===== config.mk =====
export PLATFORM = sky130hd
export DESIGN_NAME = tagged_job_table_oldest_dispatch_core
export DESIGN_NICKNAME = d
export VERILOG_FILES = /design/src/tjod_pkg.sv /design/src/tagged_job_table_oldest_dispatch_core.sv /design/src/tjod_scan.sv
export SDC_FILE = /design/constraint.sdc
export NUM_CORES = 2
export LEC_CHECK = 0
export BUFFER_PORTS_ARGS = -buffer_cell sky130_fd_sc_hd__buf_2
export CAP_MARGIN = 10
export CORE_MARGIN = 3
export CORE_UTILIZATION = 60
export DETAILED_ROUTE_END_ITERATION = 12
export PLACE_DENSITY = 0.78
export SLEW_MARGIN = 20
export SYNTH_ARGS = -nofsm -noshare
export SYNTH_HDL_FRONTEND = slang
export SYNTH_SLANG_ARGS = --single-unit

===== constraint.sdc =====
create_clock -name i_clk -period 23.4 [get_ports i_clk]
set_clock_uncertainty 0.15 [all_clocks]
set_input_delay 2.34 -clock i_clk [delete_from_list [all_inputs] [get_ports i_clk]]
set_output_delay 2.34 -clock i_clk [all_outputs]
set_load 0.005 [all_outputs]

===== src/tjod_pkg.sv =====
package tjod_pkg;

    localparam logic [2:0] OP_SUBMIT = 3'd0;
    localparam logic [2:0] OP_START  = 3'd1;
    localparam logic [2:0] OP_FINISH = 3'd2;
    localparam logic [2:0] OP_ABANDON = 3'd3;
    localparam logic [2:0] OP_TAKE   = 3'd4;

    localparam logic [1:0] ST_OK     = 2'd0;
    localparam logic [1:0] ST_REJECT = 2'd1;
    localparam logic [1:0] ST_BUSY   = 2'd2;
    localparam logic [1:0] ST_NONE   = 2'd3;

    // first field in the highest bits
    typedef struct packed {
        logic [63:0] payload;
        logic [31:0] gen;
        logic [31:0] num;
        logic [1:0]  kind;
        logic        cmd_ok;
        logic [2:0]  op;
    } t_cmd;

    typedef struct packed {
        logic [63:0] payload;
        logic [1:0]  kind;
        logic [31:0] gen;
        logic [31:0] num;
        logic [1:0]  status;
    } t_res;

endpackage


===== src/tagged_job_table_oldest_dispatch_core.sv =====
// A single scan unit walks the slot tables one entry per cycle, then an
// apply step performs the update and the result is held for output; the
// block takes one command at a time, not a new one until the result leaves.
// Input is not ready while a command is in flight or a result is held.
// Reset (synchronous, active low) clears valid bits, counters and enable.
module tagged_job_table_oldest_dispatch_core #(
    parameter int SLOTS = 8
) (
    input  logic         i_clk,
    input  logic         i_rst_n,
    input  logic         i_cfg_we,
    input  logic         i_cfg_wdata,
    input  logic         s_axis_tvalid,
    output logic         s_axis_tready,
    // operation[2:0], command_ok[3], job_kind[5:4], ticket_number[37:6],
    // ticket_generation[69:38], finish_payload[133:70], zero pad
    input  logic [135:0] s_axis_tdata,
    output logic         m_axis_tvalid,
    input  logic         m_axis_tready,
    // status[1:0], out_ticket_number[33:2], out_ticket_generation[65:34],
    // out_job_kind[67:66], out_payload[131:68], zero pad
    output logic [135:0] m_axis_tdata
);
    import tjod_pkg::*;
    localparam int IW = $clog2(SLOTS+1);
    localparam int SW = (SLOTS > 1) ? $clog2(SLOTS) : 1;
    localparam logic [1:0] S_IDLE = 2'd0, S_SCAN = 2'd1, S_APPLY = 2'd2,
                           S_OUT = 2'd3;

    function automatic t_res mk_res(input logic [1:0] st, input logic [31:0] num,
                                    input logic [31:0] gen, input logic [1:0] kind,
                                    input logic [63:0] pay);
        t_res r;
        r.status = st;
        r.num = num;
        r.gen = gen;
        r.kind = kind;
        r.payload = pay;
        return r;
    endfunction

    logic [1:0] r_state;
    logic       r_en;
    t_cmd       r_cmd;
    t_res       r_res;
    logic [IW-1:0] r_idx;
    logic [SLOTS-1:0] r_jv, r_jrun, r_jdrop, r_dv;
    logic [31:0] r_jtag [SLOTS];
    logic [31:0] r_jgen [SLOTS];
    logic [1:0]  r_jtype [SLOTS];
    logic [63:0] r_jage [SLOTS];
    logic [31:0] r_dtag [SLOTS];
    logic [31:0] r_dgen [SLOTS];
    logic [63:0] r_ddata [SLOTS];
    logic [IW-1:0] r_live;
    logic [31:0] r_tag;
    logic [63:0] r_age;

    logic [SW-1:0] si;
    logic jhit, dhit, accept, sclear, sstep;
    logic free_f, dfree_f, old_f, jhit_f, dhit_f;
    logic [IW-1:0] free_i, dfree_i, old_i, jhit_i, dhit_i, held;
    logic [SW-1:0] fi, dfi, oi, ji, di;
    logic [31:0] ntag;
    logic [IW:0] occ;

    assign si = r_idx[SW-1:0];
    assign jhit = r_jv[si] && r_jtag[si] == r_cmd.num && r_jgen[si] == r_cmd.gen;
    assign dhit = r_dv[si] && r_dtag[si] == r_cmd.num && r_dgen[si] == r_cmd.gen;
    assign accept = s_axis_tvalid && s_axis_tready;
    assign sclear = accept;
    assign sstep = (r_state == S_SCAN);

    tjod_scan #(.SLOTS(SLOTS)) u_scan (
        .i_clk, .i_clear(sclear), .i_step(sstep),
        .i_job_v(r_jv[si]), .i_job_run(r_jrun[si]), .i_job_hit(jhit),
        .i_job_age(r_jage[si]), .i_done_v(r_dv[si]), .i_done_hit(dhit),
        .i_idx(r_idx),
        .o_free_f(free_f), .o_free_i(free_i), .o_dfree_f(dfree_f),
        .o_dfree_i(dfree_i), .o_old_f(old_f), .o_old_i(old_i),
        .o_jhit_f(jhit_f), .o_jhit_i(jhit_i), .o_dhit_f(dhit_f),
        .o_dhit_i(dhit_i), .o_held(held)
    );

    assign fi = free_i[SW-1:0];
    assign dfi = dfree_i[SW-1:0];
    assign oi = old_i[SW-1:0];
    assign ji = jhit_i[SW-1:0];
    assign di = dhit_i[SW-1:0];
    assign ntag = (r_tag == 32'hFFFF_FFFF) ? 32'd1 : r_tag + 32'd1;
    assign occ = {1'b0, r_live} + {1'b0, held};

    assign s_axis_tready = (r_state == S_IDLE);
    assign m_axis_tvalid = (r_state == S_OUT);
    assign m_axis_tdata = {4'd0, r_res.payload, r_res.kind, r_res.gen, r_res.num,
                           r_res.status};

    always_ff @(posedge i_clk) begin
        if (!i_rst_n) begin
            r_state <= S_IDLE; r_en <= 1'b0; r_idx <= '0;
            r_jv <= '0; r_jrun <= '0; r_jdrop <= '0; r_dv <= '0;
            r_live <= '0; r_tag <= '0; r_age <= '0;
        end else begin
            if (i_cfg_we) r_en <= i_cfg_wdata;
            unique case (r_state)
                S_IDLE: begin
                    if (accept) begin
                        r_cmd <= s_axis_tdata[133:0];
                        r_idx <= '0;
                        r_state <= S_SCAN;
                    end
                end
                S_SCAN: begin
                    r_idx <= r_idx + 1'b1;
                    if (r_idx == IW'(SLOTS - 1)) r_state <= S_APPLY;
                end
                S_APPLY: begin
                    r_state <= S_OUT;
                    unique case (r_cmd.op)
                        OP_SUBMIT: begin
                            if (!r_cmd.cmd_ok)
                                r_res <= mk_res(ST_REJECT, 32'd0, 32'd0, 2'd0, 64'd0);
                            else if (!r_en || occ >= (IW+1)'(SLOTS) || !free_f)
                                r_res <= mk_res(ST_BUSY, 32'd0, 32'd0, 2'd0, 64'd0);
                            else begin
                                r_tag <= ntag; r_age <= r_age + 64'd1;
                                r_jv[fi] <= 1'b1; r_jrun[fi] <= 1'b0;
                                r_jdrop[fi] <= 1'b0;
                                r_jtag[fi] <= ntag; r_jgen[fi] <= r_cmd.gen;
                                r_jtype[fi] <= r_cmd.kind;
                                r_jage[fi] <= r_age + 64'd1;
                                r_live <= r_live + 1'b1;
                                r_res <= mk_res(ST_OK, ntag, r_cmd.gen, 2'd0, 64'd0);
                            end
                        end
                        OP_START: begin
                            if (!r_en)
                                r_res <= mk_res(ST_BUSY, 32'd0, 32'd0, 2'd0, 64'd0);
                            else if (!old_f)
                                r_res <= mk_res(ST_NONE, 32'd0, 32'd0, 2'd0, 64'd0);
                            else begin
                                r_jrun[oi] <= 1'b1;
                                r_res <= mk_res(ST_OK, r_jtag[oi], r_jgen[oi],
                                                r_jtype[oi], 64'd0);
                            end
                        end
                        OP_FINISH: begin
                            if (!jhit_f)
                                r_res <= mk_res(ST_NONE, 32'd0, 32'd0, 2'd0, 64'd0);
                            else begin
                                r_jv[ji] <= 1'b0; r_jrun[ji] <= 1'b0;
                                r_jdrop[ji] <= 1'b0;
                                if (r_live != '0) r_live <= r_live - 1'b1;
                                if (!r_jdrop[ji] && dfree_f) begin
                                    r_dv[dfi] <= 1'b1;
                                    r_dtag[dfi] <= r_jtag[ji];
                                    r_dgen[dfi] <= r_jgen[ji];
                                    r_ddata[dfi] <= r_cmd.payload;
                                end
                                r_res <= mk_res(ST_OK, 32'd0, 32'd0, 2'd0, 64'd0);
                            end
                        end
                        OP_ABANDON: begin
                            if (r_cmd.num != '0 && jhit_f) begin
                                if (r_jrun[ji]) r_jdrop[ji] <= 1'b1;
                                else begin
                                    r_jv[ji] <= 1'b0; r_jdrop[ji] <= 1'b0;
                                    if (r_live != '0) r_live <= r_live - 1'b1;
                                end
                                r_res <= mk_res(ST_OK, 32'd0, 32'd0, 2'd0, 64'd0);
                            end else if (r_cmd.num != '0 && dhit_f) begin
                                r_dv[di] <= 1'b0;
                                r_res <= mk_res(ST_OK, 32'd0, 32'd0, 2'd0, 64'd0);
                            end else begin
                                r_res <= mk_res(ST_NONE, 32'd0, 32'd0, 2'd0, 64'd0);
                            end
                        end
                        OP_TAKE: begin
                            if (r_cmd.num != '0 && dhit_f) begin
                                r_dv[di] <= 1'b0;
                                r_res <= mk_res(ST_OK, 32'd0, 32'd0, 2'd0, r_ddata[di]);
                            end else begin
                                r_res <= mk_res(ST_NONE, 32'd0, 32'd0, 2'd0, 64'd0);
                            end
                        end
                        default: r_res <= mk_res(ST_REJECT, 32'd0, 32'd0, 2'd0, 64'd0);
                    endcase
                end
                S_OUT: begin
                    if (m_axis_tready) r_state <= S_IDLE;
                end
                default: r_state <= S_IDLE;
            endcase
        end
    end

    a_live_bound: assert property (@(posedge i_clk) disable iff (!i_rst_n)
        r_live <= IW'(SLOTS)) else $error("live count overflow");
    a_run_valid: assert property (@(posedge i_clk) disable iff (!i_rst_n)
        (r_jrun & ~r_jv) == '0) else $error("running bit on free slot");
    a_no_overlap: assert property (@(posedge i_clk) disable iff (!i_rst_n)
        !(s_axis_tready && m_axis_tvalid)) else $error("ready while holding result");
    a_tag_nz: assert property (@(posedge i_clk) disable iff (!i_rst_n)
        (r_state == S_OUT && r_cmd.op == OP_SUBMIT && r_res.status == ST_OK)
        |-> r_res.num != '0) else $error("zero ticket issued");
endmodule


===== src/tjod_scan.sv =====
module tjod_scan #(
    parameter int SLOTS = 8
) (
    input  logic                 i_clk,
    input  logic                 i_clear,
    input  logic                 i_step,
    input  logic                 i_job_v,
    input  logic                 i_job_run,
    input  logic                 i_job_hit,
    input  logic [63:0]          i_job_age,
    input  logic                 i_done_v,
    input  logic                 i_done_hit,
    input  logic [$clog2(SLOTS+1)-1:0] i_idx,
    output logic                 o_free_f,
    output logic [$clog2(SLOTS+1)-1:0] o_free_i,
    output logic                 o_dfree_f,
    output logic [$clog2(SLOTS+1)-1:0] o_dfree_i,
    output logic                 o_old_f,
    output logic [$clog2(SLOTS+1)-1:0] o_old_i,
    output logic                 o_jhit_f,
    output logic [$clog2(SLOTS+1)-1:0] o_jhit_i,
    output logic                 o_dhit_f,
    output logic [$clog2(SLOTS+1)-1:0] o_dhit_i,
    output logic [$clog2(SLOTS+1)-1:0] o_held
);
    localparam int IW = $clog2(SLOTS+1);
    logic [63:0] r_old_age;
    logic        r_free_f, r_dfree_f, r_old_f, r_jhit_f, r_dhit_f;
    logic [IW-1:0] r_free_i, r_dfree_i, r_old_i, r_jhit_i, r_dhit_i, r_held;
    logic cand;

    assign cand = i_job_v && !i_job_run && (!r_old_f || i_job_age < r_old_age);

    always_ff @(posedge i_clk) begin
        if (i_clear) begin
            r_free_f <= 1'b0; r_dfree_f <= 1'b0; r_old_f <= 1'b0;
            r_jhit_f <= 1'b0; r_dhit_f <= 1'b0; r_held <= '0;
        end else if (i_step) begin
            if (!i_job_v && !r_free_f) begin
                r_free_f <= 1'b1; r_free_i <= i_idx;
            end
            if (!i_done_v && !r_dfree_f) begin
                r_dfree_f <= 1'b1; r_dfree_i <= i_idx;
            end
            if (cand) begin
                r_old_f <= 1'b1; r_old_i <= i_idx; r_old_age <= i_job_age;
            end
            if (i_job_hit && !r_jhit_f) begin
                r_jhit_f <= 1'b1; r_jhit_i <= i_idx;
            end
            if (i_done_hit && !r_dhit_f) begin
                r_dhit_f <= 1'b1; r_dhit_i <= i_idx;
            end
            if (i_done_v) r_held <= r_held + 1'b1;
        end
    end

    assign o_free_f = r_free_f;   assign o_free_i = r_free_i;
    assign o_dfree_f = r_dfree_f; assign o_dfree_i = r_dfree_i;
    assign o_old_f = r_old_f;     assign o_old_i = r_old_i;
    assign o_jhit_f = r_jhit_f;   assign o_jhit_i = r_jhit_i;
    assign o_dhit_f = r_dhit_f;   assign o_dhit_i = r_dhit_i;
    assign o_held = r_held;
endmodule


==> results_dict.tcl <==
set metrics [dict create \
    synth_edf_count 2409 \
    wl_per_cell_um 30.38 \
    hold_violations 0 \
    cap_violations 0 \
    ant_nets 0 \
    first_global_vias 58267 \
    power.share.clock_pct 40.7 \
    max_stage_delay_ns 0.91 \
    die_area_sq_um 185200 \
    cts_buffer_depth 4 \
    clk_pin_slew_ns 0.06 \
    drc 0 \
    cts_resized 0 \
    dp_slack_ns 15.63 \
    overflow 0 \
    insertion_delay_ns 0.92 \
    ys_seq_area_share_pct 69.90 \
    path_max_fanout 94 \
    layout_common_cells "edfxtp_1 (2,409), mux4_2 (767), clkbuf_16 (286)" \
    internal_power_mw 7.930 \
    fin_crit_sh_pct 32.37 \
    finalMaxSlewViolations 0 \
    hold_class "flop to flop" \
    rsz0062_at_grt "false" \
    swShare_pct 22.34 \
    syn_area_sq_um 108100 \
    met1_length_um 95390 \
    drt-initial-drc-count 6554 \
    numCtsBuffers 276 \
    ir_worst_vdd_uv 77.62 \
    core_area_sq_um 178800 \
    drive_above_1_share_pct 27.07 \
    grtUsageTotal_pct 28.20 \
    root_buffer "clkbuf_16" \
    post_cts_buffers 0 \
    synth_seq_cells 2569 \
    routabilityCongestion 0.9024 \
    tightest_slew_ns 1.191 \
    die_x_um 430.4 \
    post-place-cells 8051 \
    power_density_nw_per_um2 84.69 \
    async_reset_ff_share_pct 0 \
    drt_wl_total_um 259200 \
    outcome "finished, final reports clean" \
    synth_flop_cell "edfxtp_1" \
    first_pass_iters 5 \
    layout.nets 6195 \
    cp-start-kind "flop" \
    top_layer "met5" \
    antenna_found_initial 15 \
    cts_tree "done" \
    num_vias 57095 \
    ios 280 \
    avgSynthCellArea_sq_um 19.15 \
    whs_ns 0.3292 \
    num_rows 155 \
    cts_max_level 5 \
    numPortBuffers 273 \
    fin_crit_ns 7.574 \
    ctsHoldBuffers 0 \
    switching_power_mw 2.281 \
    slowest_stage "dfxtp_4" \
    dr_wl_met2_um 126900 \
    wl_met3_um 23440 \
    syn_inst 5643 \
    die_y_um 430.4 \
    endpoint_kind "flop" \
    final_critical_path_setup_slack_ns 15.83 \
    initial_core_util_pct 60.44 \
    path_cells "buf_12, buf_4, mux4_2, mux2_2, ha_1, a21boi_1, a2111oi_0, nor3_1, o211a_1, or4_1, a311o_1, inv_2, buf_4" \
    via_per_inst 6.691 \
    cp.required_ns 23.73 \
    instances_no_fill 8533 \
    yosysUniqueCellTypes 68 \
    power_frac_comb_pct 8.2 \
    yosysWarnings 0 \
    grt_max_degree 119 \
    cellLeakagePower_nw 38.63 \
    pwr-share-seq_pct 51.0 \
    tns_ns 0 \
    grt_pass1_wl_um 382800 \
    hpwl_um 144200 \
    clock_sinks 2569 \
    max_freq_mhz 132.0 \
    max_slew_margin_pct 20.32 \
    cp.arrival_ns 7.90 \
    setup_violations 0 \
    crit_top_cell "buf_4" \
    crit_type "flop to flop" \
    mostFrequentLayoutCell "edfxtp_1" \
    area_growth_pct 11.56 \
]
==> worst max-delay path: cells and delay by family, from the launching register on <==
family          cells  cell delay [ns]
flops               1             0.91
simple gates        2             0.74
buf+inv             4             2.31
compound gates      4             1.68
fa+ha+maj           1             0.28
mux                 2             0.92
==> final cells by class <==
class | count | area (sq um)
Antenna cell | 12 | 30.03
Fill cell | 11160 | 58240
Sequential cell | 2569 | 75590
Clock buffer | 352 | 7465
Multi-Input combinational cell | 2677 | 31000
Inverter | 99 | 374.1
Tap cell | 2355 | 2947
Clock inverter | 118 | 1070
Timing Repair Buffer | 351 | 2090
==> registers in the layout (all words and copies together) (netlist names), 4 cells and up, named ones only <==
signal            cells
r_jv                  8
u_scan.o_held         4
r_jdrop               8
r_cmd               134
r_jtype              16
r_dtag              256
r_live                4
r_idx                 4
r_dgen              256
r_jgen              256
r_ddata             512
r_tag                32
r_jage              512
r_dv                  8
r_jrun                8
r_age                64
u_scan.r_old_age     64
m_axis_tdata        132
r_jtag              256
==> power by group through the flow <==
stage / Sequential, mW / Combinational (mW) / Clock [mW]
floorplan: 5.26 / 0.602 / 0
global route: 5.22 / 0.893 / 4.39
finish: 5.21 / 0.838 / 4.16
CTS: 5.21 / 0.844 / 4.22
detailed placement: 5.31 / 0.837 / 0
global placement: 5.30 / 0.826 / 0
==> worst paths after layout <==
path	from	to	slack (ns)	cells after the start
setup / recovery	flop	u_scan.r_old_age[50]$_DFFE_PP_	15.83	13
hold / removal	r_dv[4]$_SDFFE_PN0P_	r_dv[4]$_SDFFE_PN0P_	0.33	2
hold reg to reg	r_dv[4]$_SDFFE_PN0P_	r_dv[4]$_SDFFE_PN0P_	0.33	2
setup reg to reg	flop	u_scan.r_old_age[50]$_DFFE_PP_	15.83	13
==> routing by layer <==
layer | GRT usage (%) | up-vias
met2 | 45.28 | 3186
li1 | - | 23618
met5 | 0 | -
met1 | 37.95 | 29686
met4 | 13.49 | 2
met3 | 5.238 | 603
==> synth_stat cells, drive strengths merged (3+ instances only) <==
master   count  area [sq um]
and3        31         193.9
o21a         8         60.06
or3         23         143.9
mux2i      272          2723
inv         99         371.6
o211ai       6         45.04
a21oi      107         535.5
a31oi        9         56.30
or3b         3         26.28
a22oi        7         52.55
a2111oi      6         52.55
nand2      195         732.0
a21o        20         150.1
nor2       288          1081
nand4       50         312.8
o21ai      134         670.6
ha          77         963.4
and2        12         75.07
dfxtp      160          3203
nand2b      11         68.82
or4          8         63.81
nor4        42         277.8
or2          4         25.02
clkbuf     160         600.6
xor2       117          1025
and4        13         113.9
o41ai        3         26.28
nor3        25         125.1
nand3b       6         45.04
nor3b        5         37.54
a221oi       6         52.55
mux4       771         17380
edfxtp    2409         72340
buf        141         706.9
nand4b       3         26.28
nand3       52         260.3
xnor2      153          1340
nor2b       16         100.1
a211oi       8         60.06
mux2       144          1633
o32ai        3         26.28
o22ai       17         106.4
==> per-stage QoR <==
stage / utilization (%) / area, sq um / total power [mW]
after floorplan: - / 108100 / 5.863
after global placement: 62.63 / 112000 / 6.128
after detailed placement: 62.63 / 112000 / 6.144
after CTS: 67.41 / 120500 / 10.27
after global routing: 67.42 / 120600 / 10.51
final: 67.43 / 120600 / 10.21
==> cells by family after synthesis <==
family          synth area share, %
simple gates                  3.458
compound gates                1.855
flops                         69.90
mux                           20.11
fa+ha+maj                    0.9285
buf+inv                       1.554
other cells                0.003470
xor+xnor                      2.188
Note: power is estimated with default switching activity, not from simulation.
